==> config.mk <==
export PLATFORM = sky130hd
export DESIGN_NAME = bounding_box_normalize_3d
export DESIGN_NICKNAME = d
export VERILOG_FILES = /design/src/bbn_pkg.sv /design/src/bbn_div.sv /design/src/bbn_lane.sv /design/src/bounding_box_normalize_3d.sv
export SDC_FILE = /design/constraint.sdc
export NUM_CORES = 2
export LEC_CHECK = 0
export ABC_CLOCK_PERIOD_IN_PS = 12070
export BUFFER_PORTS_ARGS = -buffer_cell sky130_fd_sc_hd__buf_2
export CAP_MARGIN = 20
export CORE_UTILIZATION = 57
export CTS_BUF_LIST = sky130_fd_sc_hd__clkbuf_8 sky130_fd_sc_hd__clkbuf_16
export CTS_CLUSTER_DIAMETER = 40
export DETAILED_ROUTE_END_ITERATION = 12
export PLACE_DENSITY = 0.73
export SYNTH_ARGS = -nofsm -noshare
export SYNTH_HDL_FRONTEND = slang
export SYNTH_SLANG_ARGS = --single-unit
==> constraint.sdc <==
create_clock -name clk -period 12.07 [get_ports clk]
set_input_delay 0 -clock clk [delete_from_list [all_inputs] [get_ports clk]]
set_output_delay 0 -clock clk [all_outputs]
set_load 0.01 [all_outputs]
==> src/bbn_pkg.sv <==
// Shared constants and types for the bounding-box normalizer.
package bbn_pkg;

  localparam int POS_W    = 16;
  localparam int COORD_W  = 16;
  localparam int MAX_VERT = 64;
  localparam int FRAC_W   = 16;
  localparam int NORM_W   = FRAC_W + 1;
  localparam int DIVD_W   = COORD_W + FRAC_W;
  localparam int IDX_W    = $clog2(MAX_VERT);
  localparam int CNT_W    = $clog2(MAX_VERT + 1);
  localparam int ITER_W   = $clog2(NORM_W + 1);
  localparam int AXES     = 3;

  typedef struct packed {
    logic load;
    logic first;
    logic start;
  } lane_ctl_t;

endpackage

==> src/bbn_div.sv <==
// Restoring divider, one quotient bit per cycle.
module bbn_div (
  input  logic                         clk,
  input  logic                         rst,
  input  logic                         start,
  input  logic [bbn_pkg::DIVD_W-1:0]   dividend,
  input  logic [bbn_pkg::COORD_W-1:0]  divisor,
  output logic [bbn_pkg::NORM_W-1:0]   quot,
  output logic                         busy
);
  import bbn_pkg::*;

  logic [COORD_W-1:0] rem;
  logic [NORM_W-1:0]  low;
  logic [ITER_W-1:0]  cnt;
  logic [COORD_W:0]   trial;
  logic [COORD_W:0]   diff;

  assign trial = {rem, low[NORM_W-1]};
  assign diff  = trial - {1'b0, divisor};

  always_ff @(posedge clk) begin
    if (rst) begin
      busy <= 1'b0;
      cnt  <= '0;
    end else if (start) begin
      rem  <= COORD_W'(dividend[DIVD_W-1:NORM_W]);
      low  <= dividend[NORM_W-1:0];
      quot <= '0;
      cnt  <= ITER_W'(NORM_W);
      busy <= 1'b1;
    end else if (busy) begin
      if (!diff[COORD_W]) begin
        rem  <= diff[COORD_W-1:0];
        quot <= {quot[NORM_W-2:0], 1'b1};
      end else begin
        rem  <= trial[COORD_W-1:0];
        quot <= {quot[NORM_W-2:0], 1'b0};
      end
      low <= {low[NORM_W-2:0], 1'b0};
      cnt <= cnt - 1'b1;
      if (cnt == ITER_W'(1)) begin
        busy <= 1'b0;
      end
    end
  end

endmodule

==> src/bbn_lane.sv <==
// One axis lane: min/max tracking, span and rounded normalization.
module bbn_lane (
  input  logic                               clk,
  input  logic                               rst,
  input  bbn_pkg::lane_ctl_t                 ctl,
  input  logic signed [bbn_pkg::COORD_W-1:0] coord,
  input  logic signed [bbn_pkg::COORD_W-1:0] vtx,
  output logic [bbn_pkg::NORM_W-1:0]         result,
  output logic                               flat,
  output logic                               busy
);
  import bbn_pkg::*;

  logic signed [COORD_W-1:0] lo;
  logic signed [COORD_W-1:0] hi;
  logic [COORD_W-1:0]        span;
  logic [COORD_W-1:0]        num;
  logic [DIVD_W-1:0]         dividend;
  logic [NORM_W-1:0]         quot;

  always_ff @(posedge clk) begin
    if (ctl.load) begin
      if (ctl.first) begin
        lo <= coord;
        hi <= coord;
      end else begin
        if (coord < lo) begin
          lo <= coord;
        end
        if (coord > hi) begin
          hi <= coord;
        end
      end
    end
    span <= COORD_W'(hi - lo);
    flat <= (hi == lo);
  end

  // round to nearest: (num * 2^FRAC + span/2) / span
  assign num      = COORD_W'(vtx - lo);
  assign dividend = {num, FRAC_W'(0)} + DIVD_W'(span >> 1);

  bbn_div u_div (
    .clk      (clk),
    .rst      (rst),
    .start    (ctl.start),
    .dividend (dividend),
    .divisor  (span),
    .quot     (quot),
    .busy     (busy)
  );

  assign result = flat ? '0 : quot;

endmodule

==> src/bounding_box_normalize_3d.sv <==
// Top level: vertex store, run control, three axis lanes and merged result register.
//
//   channel | handshake           | payload
//   --------+---------------------+------------------------------------------------
//   in      | in_valid / in_stall | pos_x, pos_y, pos_z, last_vertex
//   out     | out_valid/out_stall | norm_x/y/z, flat_axes, overflow, last_result
//
// Loading takes one vertex beat per cycle. After the last vertex, each stored
// vertex goes through a store read, a lane start, the 17-step divider in every
// lane and a result register load, lanes side by side.
// in_stall stays high from the last vertex until the final result is registered.
// rst is synchronous; the store needs no clearing. A stalled output holds the lanes.
module bounding_box_normalize_3d (
  input  logic                                clk,
  input  logic                                rst,
  input  logic                                in_valid,
  output logic                                in_stall,
  input  logic signed [bbn_pkg::POS_W-1:0]    pos_x,
  input  logic signed [bbn_pkg::POS_W-1:0]    pos_y,
  input  logic signed [bbn_pkg::POS_W-1:0]    pos_z,
  input  logic                                last_vertex,
  output logic                                out_valid,
  input  logic                                out_stall,
  output logic [bbn_pkg::NORM_W-1:0]          norm_x,
  output logic [bbn_pkg::NORM_W-1:0]          norm_y,
  output logic [bbn_pkg::NORM_W-1:0]          norm_z,
  output logic [bbn_pkg::AXES-1:0]            flat_axes,
  output logic                                overflow,
  output logic                                last_result
);
  import bbn_pkg::*;

  typedef enum logic [1:0] {S_LOAD, S_READ, S_START, S_DIV} state_t;

  state_t                      state;
  logic [CNT_W-1:0]            count;
  logic [IDX_W-1:0]            idx;
  logic                        ovf;
  logic [AXES*COORD_W-1:0]     mem [MAX_VERT];
  logic [AXES*COORD_W-1:0]     rd_data;
  logic                        in_acc;
  logic                        store;
  logic                        out_free;
  logic                        out_load;
  logic                        run_end;
  lane_ctl_t                   ctl;
  logic [AXES-1:0]             busy;
  logic [AXES-1:0]             flat;
  logic [NORM_W-1:0]           res [AXES];
  logic signed [COORD_W-1:0]   coord [AXES];

  assign in_stall = (state != S_LOAD);
  assign in_acc   = in_valid && !in_stall;
  assign store    = in_acc && (count != CNT_W'(MAX_VERT));
  assign out_free = !out_valid || !out_stall;
  assign out_load = (state == S_DIV) && (busy == '0) && out_free;
  assign run_end  = (CNT_W'(idx) + 1'b1 == count);

  assign coord[0] = pos_x[COORD_W-1:0];
  assign coord[1] = pos_y[COORD_W-1:0];
  assign coord[2] = pos_z[COORD_W-1:0];

  assign ctl.load  = store;
  assign ctl.first = (count == '0);
  assign ctl.start = (state == S_START);

  always_ff @(posedge clk) begin
    if (store) begin
      mem[count[IDX_W-1:0]] <= {coord[2], coord[1], coord[0]};
    end
    rd_data <= mem[idx];
  end

  for (genvar a = 0; a < AXES; a++) begin : g_lane
    bbn_lane u_lane (
      .clk    (clk),
      .rst    (rst),
      .ctl    (ctl),
      .coord  (coord[a]),
      .vtx    (rd_data[a*COORD_W +: COORD_W]),
      .result (res[a]),
      .flat   (flat[a]),
      .busy   (busy[a])
    );
  end

  always_ff @(posedge clk) begin
    if (rst) begin
      state     <= S_LOAD;
      count     <= '0;
      idx       <= '0;
      ovf       <= 1'b0;
      out_valid <= 1'b0;
    end else begin
      if (out_valid && !out_stall && !out_load) begin
        out_valid <= 1'b0;
      end
      case (state)
        S_LOAD: begin
          if (store) begin
            count <= count + 1'b1;
          end else if (in_acc) begin
            ovf <= 1'b1;
          end
          if (in_acc && last_vertex) begin
            idx   <= '0;
            state <= S_READ;
          end
        end
        S_READ:  state <= S_START;
        S_START: state <= S_DIV;
        S_DIV: begin
          if (out_load) begin
            norm_x      <= res[0];
            norm_y      <= res[1];
            norm_z      <= res[2];
            flat_axes   <= flat;
            overflow    <= ovf;
            last_result <= run_end;
            out_valid   <= 1'b1;
            if (run_end) begin
              count <= '0;
              ovf   <= 1'b0;
              state <= S_LOAD;
            end else begin
              idx   <= idx + 1'b1;
              state <= S_READ;
            end
          end
        end
        default: state <= S_LOAD;
      endcase
    end
  end

  a_count_bound: assert property (@(posedge clk) disable iff (rst)
    count <= CNT_W'(MAX_VERT))
    else $error("vertex count beyond store depth");

  a_idx_in_run: assert property (@(posedge clk) disable iff (rst)
    (state == S_DIV) |-> (CNT_W'(idx) < count))
    else $error("emission index outside stored run");

  a_run_clears: assert property (@(posedge clk) disable iff (rst)
    (out_load && run_end) |=> (state == S_LOAD && count == '0 && !ovf))
    else $error("run state not cleared after final result");

  a_lanes_lockstep: assert property (@(posedge clk) disable iff (rst)
    (busy == '0) || (busy == '1))
    else $error("axis lanes out of step");

endmodule

==> impl_metrics.env <==
export IMPL_drive_gt1_share_pct=28.9
export IMPL_power_frac_clock_pct=40.1
export IMPL_post_route_drc_count=0
export IMPL_ant_nets=0
export IMPL_setup_slack_ns=6.88
export IMPL_slowest_stage="dfxtp_4"
export IMPL_synth_edf_count=3374
export IMPL_skew_ns=0.116
export IMPL_grt_pass1_wl_um=525000
export IMPL_holdWs_ns=0.0745
export IMPL_syn2layout_area_growth_pct=14.8
export IMPL_yosysSeqAreaShare_pct=74.1
export IMPL_worstMarginPinSlew_ns=1.21
export IMPL_num_vias=71900
export IMPL_hold_path_class="input pin to flop"
export IMPL_synthArstFlopShare_pct=0
export IMPL_fin_cells=10700
export IMPL_worstPathArrival_ns=6.04
export IMPL_comb_power_share_pct=14.7
export IMPL_grt_max_degree=148
export IMPL_drv_cap=0
export IMPL_synth_ff_type="edfxtp_1"
export IMPL_portBuffers=110
export IMPL_yosys_area_share_simple_pct=2.48
export IMPL_first_global_vias=72400
export IMPL_yosysMostFrequentCell="edfxtp_1"
export IMPL_ctsResizeCount=0
export IMPL_start_util_pct=57.6
export IMPL_die_x_um=498
export IMPL_routed_wl_um=371000
export IMPL_max_freq_mhz=193
export IMPL_clock_path_buffers=4
export IMPL_yosysTopAreaCellShare_pct=72.2
export IMPL_synth_top_family_by_area="multiplexers"
export IMPL_routabilityCongestion=0.840
export IMPL_synth_xor_area_share_pct=0.802
export IMPL_p_sw_w=0.00838
export IMPL_cts_root_buf="clkbuf_16"
export IMPL_finalSetupTns_ns=0
export IMPL_first_iter_violations=10100
export IMPL_insertion_delay_ns=1.03
export IMPL_worst_setup_path_type="flop to flop"
export IMPL_via_per_inst=6.72
export IMPL_rsz0062_at_grt="false"
export IMPL_multiInputGateArea_sq_um=34900
export IMPL_track_usage_pct=30.1
export IMPL_crit_top_cell="mux4_2"
export IMPL_p_int_w=0.0236
export IMPL_status="completed"
export IMPL_register_area_sq_um=104000
export IMPL_final_nets=7454
export IMPL_hold_viol_final=0
export IMPL_dp_cells=9854
export IMPL_critPathMaxStageDelay_ns=1.01
export IMPL_die_y_um=498
export IMPL_synth_distinct_cells=70
export IMPL_p_leak_nw=51.6
export IMPL_p_per_area_nw_per_um2=199
export IMPL_finalMaxSlewViolations=0
export IMPL_ys_top_cells_by_area="edfxtp_1, mux4_2, ha_1"
export IMPL_synth_compound_area_share_pct=2.11
export IMPL_crit_path_max_fanout=92
export IMPL_p_sw_share_pct=26.2
export IMPL_clock_sinks=3508
export IMPL_dpl_hpwl_um=201000
export IMPL_slew_headroom_pct=19.4
export IMPL_clk_pin_slew_ns=0.06
export IMPL_overflow=0
export IMPL_pre_cts_ws_ns=6.85
export IMPL_wl_per_cell_um=34.6
export IMPL_synth_adder_area_share_pct=2.30
export IMPL_period_needed_ns=5.19
export IMPL_nFillCells=15000
export IMPL_synthTopCellsByCount="edfxtp_1, mux4_2, ha_1"
export IMPL_netlist_top_cell_by_area="edfxtp_1"
export IMPL_ys_ff_latch=3508
export IMPL_avgSynthCellArea_sq_um=21.2
export IMPL_start_kind="flop"
export IMPL_antenna_found_initial=35
export IMPL_cts_max_level=5
export IMPL_setup_violations=0
export IMPL_post_cts_setup_buffers=0
export IMPL_syn_area_sq_um=140000
export IMPL_p_total_w=0.0320
export IMPL_rows=181
export IMPL_ios=111
export IMPL_netlist_instances=6623
export IMPL_dieArea_sq_um=248000
export IMPL_core_area_sq_um=244000
export IMPL_first_pass_iters=6
export IMPL_crit_path_cell_trace="buf_12 > buf_4 > buf_12 > mux4_2 > mux4_2 > mux4_2"
export IMPL_cts_inserted_buffers=432
export IMPL_post_route_period_util_pct=43.0
export IMPL_end_kind="flop"
export IMPL_cts_tree="built"
export IMPL_synth_warnings=0
export IMPL_rrSetupSlack_ns=6.88
export IMPL_synth_mux_area_share_pct=16.8
export IMPL_postSynthNetCount=6929
export IMPL_peakVddDrop_uv=188
export IMPL_required_ns=12.92
export IMPL_seqPwrFrac_pct=45.2
flip-flops by register name, summed over array words and instances, names as in the netlist, 48 cells and up:
| register | flops |
|---|---|
| g_lane.u_lane.lo | 48 |
| g_lane.u_lane.u_div.quot | 51 |
| g_lane.u_lane.span | 48 |
| rd_data | 48 |
| g_lane.u_lane.u_div.low | 51 |
| mem | 3072 |
| g_lane.u_lane.hi | 48 |
| g_lane.u_lane.u_div.rem | 48 |
what timing repair did:
action / 4_1_cts / 5_1_grt
hold endpoints to repair: 3114 / 0
hold buffers: 59 / 0
setup endpoints to repair: 0 / 0
path summary, 6_finish.rpt:
check | from | endpoint | cells after the start
min | pos_y[14] | g_lane[1].u_lane.lo[14] | 2
max reg2reg | idx[0] | rd_data[22] | 6
min reg2reg | g_lane[0].u_lane.u_div.low[13] | g_lane[0].u_lane.u_div.low[14] | 1
max | idx[0] | rd_data[22] | 6
cells in the final DEF, fill, tap and decap left out, drive strengths merged, types with 10 or more instances in the layout:
master          n
a21o           58
nor4           15
o21ai          90
inv           324
nor2b         120
nand2         111
o211ai         10
nand2b         28
dlygate4sd3    59
clkinv        126
clkinvlp       59
bufinv         44
dfxtp         134
clkbuf        446
a211oi         27
a21oi         114
o21a           29
buf           319
nor2          214
xor2           51
edfxtp       3374
or2            11
nand3          42
o21bai         14
nor3           51
a31oi          17
xnor2          75
mux2i          36
mux4         1008
mux2           45
and3           10
ha            244
or3            19
nand4          31
area by class of cell:
class                   instances  share of cell area [%]
multi-input cells            2613                    21.7
clock buffers                 446                    6.84
clock inverters               338                    2.07
inverters                     215                   0.501
well taps                    3202                    2.49
repair buffers                378                    1.86
diodes                          7                  0.0109
flip-flops and latches       3508                    64.5
through the flow:
| step | utilization [%] | cell area [sq um] |
|---|---|---|
| after CTS | 66.0 | 161000 |
| after floorplan | - | 140000 |
| after global placement | 59.8 | 146000 |
| after global routing | 66.1 | 161000 |
| final | 66.1 | 161000 |
| after detailed placement | 59.9 | 146000 |
layer usage:
| layer | vias to the layer above | global-route usage, % | part of all wire (%) |
|---|---|---|---|
| li1 | 28600 | - | - |
| met1 | 37500 | 41.0 | 36 |
| met2 | 4884 | 47.0 | 47 |
| met3 | 897 | 7.55 | 12 |
| met4 | 6 | 12.3 | 4.4 |
| met5 | - | 0 | 0.010 |
power by group through the flow:
stage          sequential, W  combinational [W]  clock [W]
2_1_floorplan         0.0145            0.00330          0
3_3_place_gp          0.0147            0.00443          0
3_5_place_dp          0.0147            0.00461          0
4_1_cts               0.0145            0.00468     0.0129
5_1_grt               0.0145            0.00519     0.0134
6_report              0.0145            0.00472     0.0128
kinds of logic (layout without fill, tap and decap cells):
family	Yosys count	in the layout
flip-flops	3508	3508
XOR/XNOR	127	127
buffers and inverters	502	1377
adder cells (fa/ha/maj)	253	253
multiplexers	1089	1089
AND/OR/NAND/NOR	694	694
other	0	7
AO/OA/AOI/OAI	450	450
critical path, delay by kind of cell (launching register included):
family	cells	cell delay, ns
flip-flops	1	1.01
multiplexers	3	1.61
buffers and inverters	3	2.02
No activity file was read; power rests on OpenSTA's default activity.
